===== config.mk =====
export PLATFORM = sky130hd
export DESIGN_NAME = ppbs_div_cell
export DESIGN_NICKNAME = d
export VERILOG_FILES = /design/src/rtl/core/projected_point_box_select_top_assert.svh /design/src/rtl/core/ppbs_pkg.sv /design/src/rtl/core/ppbs_div_cell.sv
export SDC_FILE = /design/constraint.sdc
export NUM_CORES = 1
export LEC_CHECK = 0
export BUFFER_PORTS_ARGS = -buffer_cell sky130_fd_sc_hd__buf_2
export CORE_ASPECT_RATIO = 0.6
export CORE_UTILIZATION = 30
export DETAILED_ROUTE_END_ITERATION = 12
export RECOVER_POWER = 25
export REMOVE_ABC_BUFFERS = 1
export SYNTH_ARGS = -nofsm -noshare
export SYNTH_HDL_FRONTEND = slang
export SYNTH_SLANG_ARGS = --single-unit

===== constraint.sdc =====
create_clock -name clk -period 3.55 [get_ports clk]
set_input_delay 0.355 -clock clk [delete_from_list [all_inputs] [get_ports clk]]
set_output_delay 0.355 -clock clk [all_outputs]
set_load 0.03 [all_outputs]

===== src/rtl/core/projected_point_box_select_top_assert.svh =====
// Assertion macros shared by the block's RTL.
`ifndef PROJECTED_POINT_BOX_SELECT_TOP_ASSERT_SVH
`define PROJECTED_POINT_BOX_SELECT_TOP_ASSERT_SVH

// Check an implication on every clock edge outside reset.
`define PPBS_ASSERT_IMPL(lbl, ante, cons) \
    lbl: assert property (@(posedge clk) disable iff (!rst_n) (ante) |-> (cons)) \
        else $error("ppbs assertion failed");

// Check an implication in the next cycle.
`define PPBS_ASSERT_NEXT(lbl, ante, cons) \
    lbl: assert property (@(posedge clk) disable iff (!rst_n) (ante) |=> (cons)) \
        else $error("ppbs assertion failed");

`endif


===== src/rtl/core/ppbs_pkg.sv =====
// ----------------------------------------------------------------------------
// ppbs_pkg
// Shared types and constants of the projected point box select block.
// ----------------------------------------------------------------------------
`timescale 1ns / 1ps

package ppbs_pkg;

    localparam int DIV_STEPS = 14;
    localparam int Q_W       = DIV_STEPS + 1;
    localparam int N_W       = 17;
    localparam int ADDR_W    = 6;
    localparam int DATA_W    = 64;

    localparam logic signed [N_W-1:0] SAT_POS = 17'sd32767;
    localparam logic signed [N_W-1:0] SAT_NEG = -17'sd32768;
    localparam logic signed [N_W-1:0] HALF    = 17'sd16384;

    typedef enum logic [2:0] {
        REG_ROW_X    = 3'd0,
        REG_ROW_Y    = 3'd1,
        REG_ROW_W    = 3'd2,
        REG_X_BOUNDS = 3'd3,
        REG_Y_BOUNDS = 3'd4,
        REG_DESELECT = 3'd5
    } reg_idx_t;

    // Per-point side information that rides along with the division.
    typedef struct packed {
        logic cur;
        logic wzero;
        logic negx;
        logic negy;
        logic satx;
        logic saty;
    } side_t;

endpackage


===== src/rtl/core/ppbs_div_cell.sv =====
// ----------------------------------------------------------------------------
// ppbs_div_cell
// One restoring division step for the x and y lanes.
// ----------------------------------------------------------------------------
`timescale 1ns / 1ps

module ppbs_div_cell
    import ppbs_pkg::*;
#(
    parameter int SW = 50
)
(
    input  logic           clk,
    input  logic           en,
    input  logic [SW-1:0]  rx_in,
    input  logic [SW-1:0]  ry_in,
    input  logic [SW-1:0]  b_in,
    input  logic [Q_W-1:0] qx_in,
    input  logic [Q_W-1:0] qy_in,
    input  side_t          side_in,
    output logic [SW-1:0]  rx_out,
    output logic [SW-1:0]  ry_out,
    output logic [SW-1:0]  b_out,
    output logic [Q_W-1:0] qx_out,
    output logic [Q_W-1:0] qy_out,
    output side_t          side_out
);

    logic [SW:0] tx, ty, bb;
    logic        gx, gy;

    assign tx = {rx_in, 1'b0};
    assign ty = {ry_in, 1'b0};
    assign bb = {1'b0, b_in};
    assign gx = (tx >= bb);
    assign gy = (ty >= bb);

    always_ff @(posedge clk)
    begin
        if (en)
        begin
            rx_out   <= SW'(gx ? tx - bb : tx);
            ry_out   <= SW'(gy ? ty - bb : ty);
            b_out    <= b_in;
            qx_out   <= {qx_in[Q_W-2:0], gx};
            qy_out   <= {qy_in[Q_W-2:0], gy};
            side_out <= side_in;
        end
    end

endmodule


---- Word-level counts from Yosys, hierarchy flattened ----
Cells that the tools add are included.
operators by class
  add/subtract/negate cells ............... 2
  order comparisons ....................... 2
  mux-type cells .......................... 2
operator list
  kind            count
  $ge 51x50->1    2
  $mux 50         2
  $sub 50x50->50  2
word-level totals
  register bits ........................... 186
  input bits .............................. 188
  output and inout bits ................... 186
  word-level logic and storage cells ...... 19

---- Depth between registers and ports, before layout ----
  depth after elaboration ................. 2
  depth in mapped cells ................... 15

---- Worst setup path before layout ----
Ideal clock, no wire load.
  kind .................................... input to register
  start point ............................. input b_in[23]
  end point ............................... register rx_out[46], data pin
  library setup time ...................... 0.255 ns
  data arrival time ....................... 2.897 ns
  required time ........................... 3.295 ns
  slack ................................... 0.398 ns
  stages on the path ...................... 11
  path through ............................ inv_1 ha_1 and3_1 a21boi_1 o41ai_1 nor2_1 a2111oi_0 nor4_1 o21ai_1 mux2_2 a31o_1
between the ends
  word-level cells in the longest chain between the ends .. 2
  elaborated cells on any way between the ends .. 3
RTL lines
  item                                            line                                      text
  start, declared                                 ppbs_div_cell.sv:17                       input logic [SW-1:0] b_in,
  $sub 50x50->50 or $ge 51x50->1 (tied branches)  ppbs_div_cell.sv:42, ppbs_div_cell.sv:35
  $mux 50 *                                       ppbs_div_cell.sv:42                       rx_out <= SW'(gx ? tx - bb : tx);
  end signal, assigned                            ppbs_div_cell.sv:42
  end, declared                                   ppbs_div_cell.sv:21                       output logic [SW-1:0] rx_out,
Every way passes the cells marked *; elsewhere a longest branch is shown, timed or not.
A chain may end at the register's enable or synchronous reset.

---- Worst setup path after layout ----
  start point ............................. input b_in[1]
  end point ............................... register ry_out[45], data pin
between the ends
  word-level cells in the longest chain between the ends .. 2
  elaborated cells on any way between the ends .. 3
RTL lines
  item                                            line                                      text
  $sub 50x50->50 or $ge 51x50->1 (tied branches)  ppbs_div_cell.sv:43, ppbs_div_cell.sv:36
  $mux 50 *                                       ppbs_div_cell.sv:43                       ry_out <= SW'(gy ? ty - bb : ty);
  end signal, assigned                            ppbs_div_cell.sv:43
  end, declared                                   ppbs_div_cell.sv:22                       output logic [SW-1:0] ry_out,
Marked as above.

==> out/summary.txt <==
Outcome -> finished with violations
Failing checks -> max-capacitance violations, max-slew violations
First-pass GRT wire length -> 69600 µm
Initial antenna violation count -> 8
Total Nets Final -> 2082
Main combinational cell family by area after synthesis -> compound AO/OA/AOI/OAI gates
Core Area -> 43400 µm²
FP Rows -> 59
Die Ht -> 165 µm
Placed insts -> 2352
DRT antenna net count -> 0
Cell Area, Synth -> 13200 µm²
Clock sinks -> 186
Register area -> 5590 µm²
# DRC -> 0
Clock tree buffer depth -> 2
Reg power frac -> 36.7%
Leakage Power -> 7.85 nW
Area of the multi-input gates -> 7070 µm²
Worst path required time -> 3770 ps
Ys async rst share -> 0%
Sequential share of the synthesized area -> 42.2%
Slew Viols, Final -> 53
CP max-delay cell -> o311ai_1
Die Width -> 273 µm
Worst slew pin tran -> 3580 ps
Commonest non-fill, non-tap cell in the layout -> buf_2
Fin crit period -> 3360 ps
Grt ovf -> 0
Post-synthesis mux area share -> 5.18%
Buffers on Ports -> 371
Placed Area -> 16700 µm²
Logic pwr share -> 36.9%
Internal power -> 4.81 mW
NetSw -> 2.91 mW
Final Non-Filler Cells -> 2388
Synth Area in Simple Gates -> 12.9%
Post-CTS Repair Setup Buffers -> 0
DR iter-0 viols -> 886
Vias -> 12144
Final core occ -> 39.9%
H-tree depth -> 4
WS Path Type -> in2reg
Critical path fanouts, max -> 4
Cts repair resizes -> 0
#FFs+latches synth -> 186
Fillers -> 4387
CP endpoint kind -> register
Most frequent cells in the layout -> 339 x buf_2, 186 x edfxtp_1, 145 x buf_4, 115 x nand2_1, 101 x a21oi_1
Worst IR Drop VDD -> 0.000264 V
Worst hold path class -> in2reg
Largest net degree at the start of global routing -> 69
Delay-heaviest family, CP -> compound AO/OA/AOI/OAI gates
Hold_buf cts -> 0
Crit path DAT -> 3580 ps
Unique masters post-synth -> 87
Post-Syn Instances -> 1300
Slew margin rel. -> -138%
Number of flops mapped to enable cells by yosys -> 186
First drt pass iteration count -> 7
Critical path's largest stage delay -> 540 ps
Avg WL per Cell -> 20.0 µm
Root Buffer -> clkbuf_16
Reg clk slew, reported paths -> 90 ps
Vias in the first global route -> 11541
Post-synthesis compound-gate area fraction -> 20.5%
Initial Util -> 30.5%
Number of max-cap violations -> 1
Buf/Inv on CP -> 3
Clock Power Share -> 26.4%
Place WS -> -203 ps
Final hold vios -> 0
Ys flop type -> edfxtp_1
Final setup margin -> 190 ps
Adder-cell share of the synthesized area -> 9.75%
Fraction of layout instances using a drive strength above 1 -> 32.5%
Final period utilization -> 94.7%
Max Clock Freq -> 298 MHz
Switch share -> 37.7%
Average cell area after synthesis -> 10.2 µm²
Total track usage -> 20.6%
Detail Placement HPWL -> 39500 µm
CTS tree -> done
CP Launch Type -> primary input
WHS -> 59.4 ps
Drt total wl -> 47800 µm
Pwr dens -> 446 nW/µm²
Die Footprint -> 45000 µm²
XOR/XNOR Fraction of Synth Area -> 5.02%
RePlAce Congestion -> 0.914
Design area -> 17300 µm²
CP cell instances -> clkbuf_1, inv_1, ha_1, nor2b_1, o21bai_1, buf_4, a21boi_1, o211a_1, o311ai_1, a21oi_1, o311a_1, or3_1, a31o_1
Vias/cell -> 5.09
Num ports -> 374
Unrepaired setup endpoints after global routing -> no
Synth-to-Final Area Change -> 30.7%
Endpoints failing setup -> 0
Cts bufs inserted -> 17
YS warnings -> 0
## cell usage after synthesis, types with 18 or more instances
cell type	count	share of area, %
nand4_1	26	1.2
nand2_1	115	3.3
and3_1	18	0.85
o21ai_0	74	2.8
mux2_4	35	4.0
o21ai_1	25	0.94
edfxtp_1	186	42
a21o_1	64	3.6
clkbuf_1	27	0.77
ha_1	100	9.4
o21bai_1	24	1.4
nor2_1	69	2.0
inv_1	78	2.2
xnor2_1	43	2.8
a21oi_1	101	3.8
nand3_1	34	1.3
xor2_1	33	2.2
## kinds of logic (layout without fill, tap and decap cells)
logic type / after synthesis / after routing
fa+ha+maj: 102 / 102
other cells: 0 / 4
flops: 186 / 186
compound gates: 408 / 408
xor+xnor: 76 / 76
buf+inv: 128 / 633
simple gates: 350 / 350
mux: 50 / 50
## registers in the layout (all words and copies together), names as in the netlist
signal,cells
ry_out,50
qy_out,15
side_out,6
qx_out,15
b_out,50
rx_out,50
## cell type report
class	count	area share, %
multi-input combinational	986	40.9
sequential	186	32.3
timing repair buffer	521	17.3
tap	579	4.18
clock buffer	17	2.46
inverter	80	1.78
clock inverter	15	1.16
antenna	4	0.0578
## final timing paths
path / from / endpoint / slack (ps) / depth (start not counted)
setup / recovery: b_in[1] / ry_out[45]$_DFFE_PP_ / 190 / 13
hold / removal: qy_in[12] / qy_out[13]$_DFFE_PP_ / 60 / 1
## metrics by stage
stage	setup TNS (ps)	total power [mW]
floorplan	-92340	4.66
global placement	-697	5.69
detailed placement	-2450	5.72
CTS	0	7.79
global route	0	8.11
finish	0	7.73
## power by group through the flow
stage	clock, mW	sequential (mW)	combinational [mW]
final	2.04	2.83	2.85
after CTS	2.10	2.84	2.85
after detailed placement	0	2.88	2.84
after floorplan	0	3.44	1.22
after global routing	2.18	2.86	3.07
after global placement	0	2.88	2.81
## layer usage
layer | vias to the layer above | track usage, % | wire length, µm
met3 | 53 | 4.09 | 2920
met4 | 2 | 4.09 | 705
li1 | 5865 | - | -
met1 | 5809 | 30.6 | 23800
met5 | - | 0 | 10
met2 | 415 | 30.7 | 20300
No activity file was read; power rests on OpenSTA's default activity.
