`config.mk`:
```
export PLATFORM = sky130hd
export DESIGN_NAME = ppbs_cull
export DESIGN_NICKNAME = d
export VERILOG_FILES = /design/src/rtl/core/projected_point_box_select_top_assert.svh /design/src/rtl/core/ppbs_pkg.sv /design/src/rtl/core/ppbs_cull.sv
export SDC_FILE = /design/constraint.sdc
export NUM_CORES = 1
export LEC_CHECK = 0
export BUFFER_PORTS_ARGS = -buffer_cell sky130_fd_sc_hd__buf_2
export CORE_AREA = 2 2 69 103
export DETAILED_ROUTE_END_ITERATION = 12
export DIE_AREA = 0 0 71 105
export PLACE_DENSITY = 0.89
export SYNTH_ARGS = -nofsm -noshare
export SYNTH_HDL_FRONTEND = slang
export SYNTH_SLANG_ARGS = --single-unit
```
`constraint.sdc`:
```
create_clock -name clk -period 10.2 [get_ports clk]
set_input_delay 3.06 -clock clk [delete_from_list [all_inputs] [get_ports clk]]
set_output_delay 3.06 -clock clk [all_outputs]
set_load 0.01 [all_outputs]
```
`src/rtl/core/projected_point_box_select_top_assert.svh`:
```
// Assertion macros shared by the block's RTL.
`ifndef PROJECTED_POINT_BOX_SELECT_TOP_ASSERT_SVH
`define PROJECTED_POINT_BOX_SELECT_TOP_ASSERT_SVH

// Check an implication on every clock edge outside reset.
`define PPBS_ASSERT_IMPL(lbl, ante, cons) \
    lbl: assert property (@(posedge clk) disable iff (!rst_n) (ante) |-> (cons)) \
        else $error("ppbs assertion failed");

// Check an implication in the next cycle.
`define PPBS_ASSERT_NEXT(lbl, ante, cons) \
    lbl: assert property (@(posedge clk) disable iff (!rst_n) (ante) |=> (cons)) \
        else $error("ppbs assertion failed");

`endif

```
`src/rtl/core/ppbs_pkg.sv`:
```
// ----------------------------------------------------------------------------
// ppbs_pkg
// Shared types and constants of the projected point box select block.
// ----------------------------------------------------------------------------
`timescale 1ns / 1ps

package ppbs_pkg;

    localparam int DIV_STEPS = 14;
    localparam int Q_W       = DIV_STEPS + 1;
    localparam int N_W       = 17;
    localparam int ADDR_W    = 6;
    localparam int DATA_W    = 64;

    localparam logic signed [N_W-1:0] SAT_POS = 17'sd32767;
    localparam logic signed [N_W-1:0] SAT_NEG = -17'sd32768;
    localparam logic signed [N_W-1:0] HALF    = 17'sd16384;

    typedef enum logic [2:0] {
        REG_ROW_X    = 3'd0,
        REG_ROW_Y    = 3'd1,
        REG_ROW_W    = 3'd2,
        REG_X_BOUNDS = 3'd3,
        REG_Y_BOUNDS = 3'd4,
        REG_DESELECT = 3'd5
    } reg_idx_t;

    // Per-point side information that rides along with the division.
    typedef struct packed {
        logic cur;
        logic wzero;
        logic negx;
        logic negy;
        logic satx;
        logic saty;
    } side_t;

endpackage

```
`src/rtl/core/ppbs_cull.sv`:
```
// ----------------------------------------------------------------------------
// ppbs_cull
// Sign, saturate, map to 0..1 and test against the rectangle.
// ----------------------------------------------------------------------------
`timescale 1ns / 1ps

module ppbs_cull
    import ppbs_pkg::*;
(
    input  logic           clk,
    input  logic           en,
    input  logic [Q_W-1:0] qx,
    input  logic [Q_W-1:0] qy,
    input  side_t          side,
    input  logic [31:0]    x_bounds,
    input  logic [31:0]    y_bounds,
    input  logic           deselect,
    output logic           new_select,
    output logic           inside_box,
    output logic           w_was_zero
);

    function automatic logic signed [N_W-1:0] map_q(logic [Q_W-1:0] q, logic neg, logic sat);
        logic signed [N_W-1:0] s;
        logic signed [N_W-1:0] m;
        if (sat)
            s = neg ? SAT_NEG : SAT_POS;
        else
            s = neg ? -$signed({2'b0, q}) : $signed({2'b0, q});
        m = s + HALF;
        return m >>> 1;
    endfunction

    function automatic logic in_rng(logic signed [N_W-1:0] v, logic [31:0] bnd);
        logic signed [N_W-1:0] a;
        logic signed [N_W-1:0] c;
        a = N_W'($signed(bnd[15:0]));
        c = N_W'($signed(bnd[31:16]));
        if (a > c)
            return (v >= c) && (v <= a);
        return (v >= a) && (v <= c);
    endfunction

    logic in_now;

    assign in_now = !side.wzero
                  && in_rng(map_q(qx, side.negx, side.satx), x_bounds)
                  && in_rng(map_q(qy, side.negy, side.saty), y_bounds);

    // Hold the result beat until it is taken.
    always_ff @(posedge clk)
    begin
        if (en)
        begin
            inside_box <= in_now;
            w_was_zero <= side.wzero;
            new_select <= in_now ? !deselect : side.cur;
        end
    end

endmodule

```
Yosys cells after proc, flatten, opt, wreduce, memory -nomap -nowiden:

Index checks and enable logic that the tools add are counted.

* add/subtract/negate cells: 4
* magnitude comparators: 10
* shifts and indexed selects: 0
* div/mod/pow operators: 0
* reductions and logical operators: 8
* equality and inequality tests: 0
* mux-type cells: 13
* multipliers: 0
* bitwise gates (word level): 0

Operators with widths (number)
* 17-bit two-way mux: 6
* 16-bit greater-or-equal comparator: 4
* 16-bit less-or-equal comparator: 4
* 17-bit by 16-bit adder with 17-bit output, second input constant: 2
* 15-bit negation with 17-bit output: 2
* 16-bit greater-than comparator: 2
* 1-bit two-way mux: 7
* 1-bit logical AND: 6
* 1-bit zero test: 2

* memory bits (writable): 0
* output and inout bits: 3
* memory bits (read-only): 0
* input bits: 103
* latch bits: 0
* register bits: 3
* memories: 0
* logic and storage cells: 38

Logic depth before layout (Yosys ltp):

* word-level depth: 11
* depth in mapped cells: 20
* gate-level depth less buffers: 20

Worst setup path after synthesis:

OpenSTA, ideal clock, no wires.

* path type: input port to flip-flop
* from: input port qx[1]
* to: register new_select (data pin)
* library setup time: 0.263 ns
* path buffers: 0
* path slack: 2.993 ns
* cell stages on the path: 16
* arrival: 6.944 ns
* required time: 9.937 ns
* cell sequence: nor3_4 > nand2_2 > or3_1 > or3_4 > or3_4 > o31a_1 > ha_1 > xor2_1 > ha_1 > nand4_1 > a2111oi_2 > a2111oi_0 > mux2_1 > a221o_1 > a211oi_2 > mux2i_1

* word-level cells in the longest chain between the ends: 11

Ends and longest elaborated chain
* from (decl): RTL line ppbs_cull.sv:12 `input logic [Q_W-1:0] qx,`
* 15-bit negation with 17-bit output: RTL line ppbs_cull.sv:29 `s = neg ? -$signed({2'b0, q}) : $signed({2'b0, q});`
* 17-bit two-way mux *: RTL line ppbs_cull.sv:29
* 17-bit two-way mux *: RTL line ppbs_cull.sv:26 `if (sat)`
* 17-bit by 16-bit adder with 17-bit output *: RTL line ppbs_cull.sv:30 `m = s + HALF;`
* 16-bit greater-or-equal comparator or 16-bit less-or-equal comparator (tied branches): RTL line ppbs_cull.sv:40 `return (v >= c) && (v <= a);`
* 1-bit logical AND: RTL line ppbs_cull.sv:40
* 1-bit two-way mux: RTL line ppbs_cull.sv:39 `if (a > c)`
* 1-bit two-way mux *: RTL line ppbs_cull.sv:41 `return (v >= a) && (v <= c);`
* 1-bit logical AND *: RTL line ppbs_cull.sv:47 `&& in_rng(map_q(qx, side.negx, side.satx), x_bounds)`
* 1-bit logical AND *: RTL line ppbs_cull.sv:48 `&& in_rng(map_q(qy, side.negy, side.saty), y_bounds);`
* net in_now: RTL line ppbs_cull.sv:44 `logic in_now;`
* 1-bit two-way mux *: RTL line ppbs_cull.sv:57 `new_select <= in_now ? !deselect : side.cur;`
* to (signal assigned): RTL line ppbs_cull.sv:57
* to (decl): RTL line ppbs_cull.sv:18 `output logic new_select,`

Mark *: on every way through the listed nets, which the timed path passes. The rest lies on a longest branch. The select of a mux whose other input is x is not followed.
A chain may end at the register's enable or synchronous reset.

Final worst setup path:

* from: input port qx[2]
* to: register new_select (data pin)

Same word-level chain as after synthesis.

==> impl_metrics.toml <==
[cells_and_area]
final_common_cell = "buf_2"
n_fill_cell = 579
antenna_cells = 0
drive_gt1_share_pct = 19.97
layout_common_cells = "105 x buf_2, 100 x ha_1, 77 x inv_1, 52 x a21oi_1, 45 x nor2_1"
layout.nets = 800
design_area_sq_um = 4148
area_delta_synth_final_pct = 17.85

[timing]
hold_viol_final = 0
fmax_mhz = 132.8
finalCritPeriodShare_pct = 73.84
period_needed_ps = 7532
tightest_slew_ps = 588.3
relSlewSlack_pct = 60.42
finalSetupTns_ps = 0
rsz0062_at_grt = "no"
setup_ws_ps = 2668
setup_viol = 0
drv_slew = 0

[power_and_ir_drop]
finalPower_w = 0.0002359
p_leak_nw = 2.258
peakVddDrop_uv = 32.45
p_per_area_nw_per_um2 = 56.88

[cts]
cts_buffer_depth = 2
numCtsBuffers = 3
post_cts_buffers = 0
ctsHoldBuffers = 0
clockRootBuffer = "clkbuf_8"
clkTransAtPathRegs_ps = 30
cts_max_level = 1
ctsResizeCount = 0
cts_tree = "yes"
clkSinkCount = 3

[worst_setup_path]
critPathRequiredTime_ps = 10150
worst-path-max-fanout = 6
crit_arrival_ps = 7490
end_kind = "flop"
start_kind = "primary input"
crit_type = "in2reg"

[routing]
wirelength_um = 9980
vias = 3917
routedWlPerCell_um = 14.85
avgViaCountPerCell = 5.829
drc = 0
antenna_left = 0
drt_iter0_drc = 106
first_pass_iters = 4

[grt]
antenna_found_initial = 0
grt_use_total_pct = 26.02
grt_max_degree = 33
overflow = 0
grt_pass1_wl_um = 16160
grt_pass1_vias = 3796

[synth]
synth_edf_count = 3
yosysUniqueCellTypes = 55
ys_warn_count = 0
synth_fp_nets = 700
mappedNetlistArea_sq_um = 3520
synth_seq_cells = 3
synth-main-ff-cell = "edfxtp_1"
syn_inst = 497
ys_seq_area_share_pct = 2.560
synth_area_per_cell_sq_um = 7.082
async_reset_ff_share_pct = 0

[floorplan]
dieArea_sq_um = 7455
start_util_pct = 53.89
row_count = 36
fp.dieH_um = 105
ios = 106
die_w_um = 71
core_area_sq_um = 6531

[placed_design]
place_congestion = 0.9749
post-dp-hpwl_um = 8880
place_ws_ps = 2450
place.port_buffers = 105
placed_cell_area_sq_um = 4103

[flow_run]
maxCapViolCount = 0

[outcome]
status = "finished clean"

[min_path]
hold_class = "in2reg"
## layout make-up
type | instances | area [sq um] | share of cell area, %
Clock buffer | 4 | 45.04 | 1.086
Inverter | 77 | 289.0 | 6.968
Multi-Input combinational cell | 407 | 3103 | 74.81
Sequential cell | 3 | 90.09 | 2.172
Tap cell | 76 | 95.09 | 2.293
Timing Repair Buffer | 105 | 525.5 | 12.67
## worst max-delay path, stage by stage
cell and delay [ps]:
buf_2 140, nor3_4 220, nand2_2 80, or3_1 340, or3_4 350, or3_4 360
o31a_1 300, ha_1 200, xor2_1 210, ha_1 290, nand4_1 190, a2111oi_2 80
a2111oi_0 510, mux2_1 400, a221o_1 320, a211oi_2 310, mux2i_1 110
## sequential cells by signal, summed over array words and instances, names as in the netlist
register,cells
w_was_zero,1
new_select,1
inside_box,1
## kinds of logic after synthesis
group / count (synthesis) / share of synthesized area (%)
adders and majority gates: 100 / 35.55
and+or+nand+nor: 155 / 23.29
DFF: 3 / 2.560
muxes: 10 / 2.880
AOI/OAI and AO/OA: 133 / 24.21
buffers and inverters: 87 / 9.278
xor gates and xnor gates: 9 / 2.239
## through the flow
stage,hold slack [ps],util (%),cells
2_1_floorplan,3159,-,497
3_3_place_gp,3267,62.82,668
3_5_place_dp,3266,62.82,668
4_1_cts,3048,63.51,672
5_1_grt,3047,63.51,672
6_report,3054,63.51,672
## Yosys cell counts (all sizes together) (8+ instances only)
| master | number | share of area [%] |
|---|---|---|
| o21ai | 9 | 1.3 |
| a21oi | 52 | 7.4 |
| nor3 | 10 | 1.9 |
| nor3b | 9 | 2.1 |
| clkbuf | 9 | 0.96 |
| o22ai | 17 | 3.0 |
| inv | 77 | 8.2 |
| nor2b | 13 | 2.3 |
| nor2 | 45 | 4.8 |
| or3 | 8 | 1.7 |
| nand4 | 16 | 2.8 |
| ha | 100 | 36 |
| mux2i | 9 | 2.6 |
| nand2 | 32 | 3.5 |
| a21o | 14 | 3.0 |
## power by group
group	switching [W]	internal (W)
clock	0.00000759	0.0000266
combinational	0.000105	0.0000811
sequential	0.000000266	0.0000150
## final timing paths
kind	cells past startpoint	startpoint	to	slack [ps]
max	17	qx[2]	new_select	2670
min	1	side[4]	w_was_zero	3050
## metal layers
metal	vias to the layer above	global-route usage (%)	routed length, um	part of all wire (%)
met3	28	2.122	473	4.7
met4	0	12.13	488	4.9
met5	-	0	0	0
met1	1743	26.60	3638	36
li1	2006	-	-	-
met2	140	51.13	5380	54
Note: power is estimated with default switching activity, not from simulation.
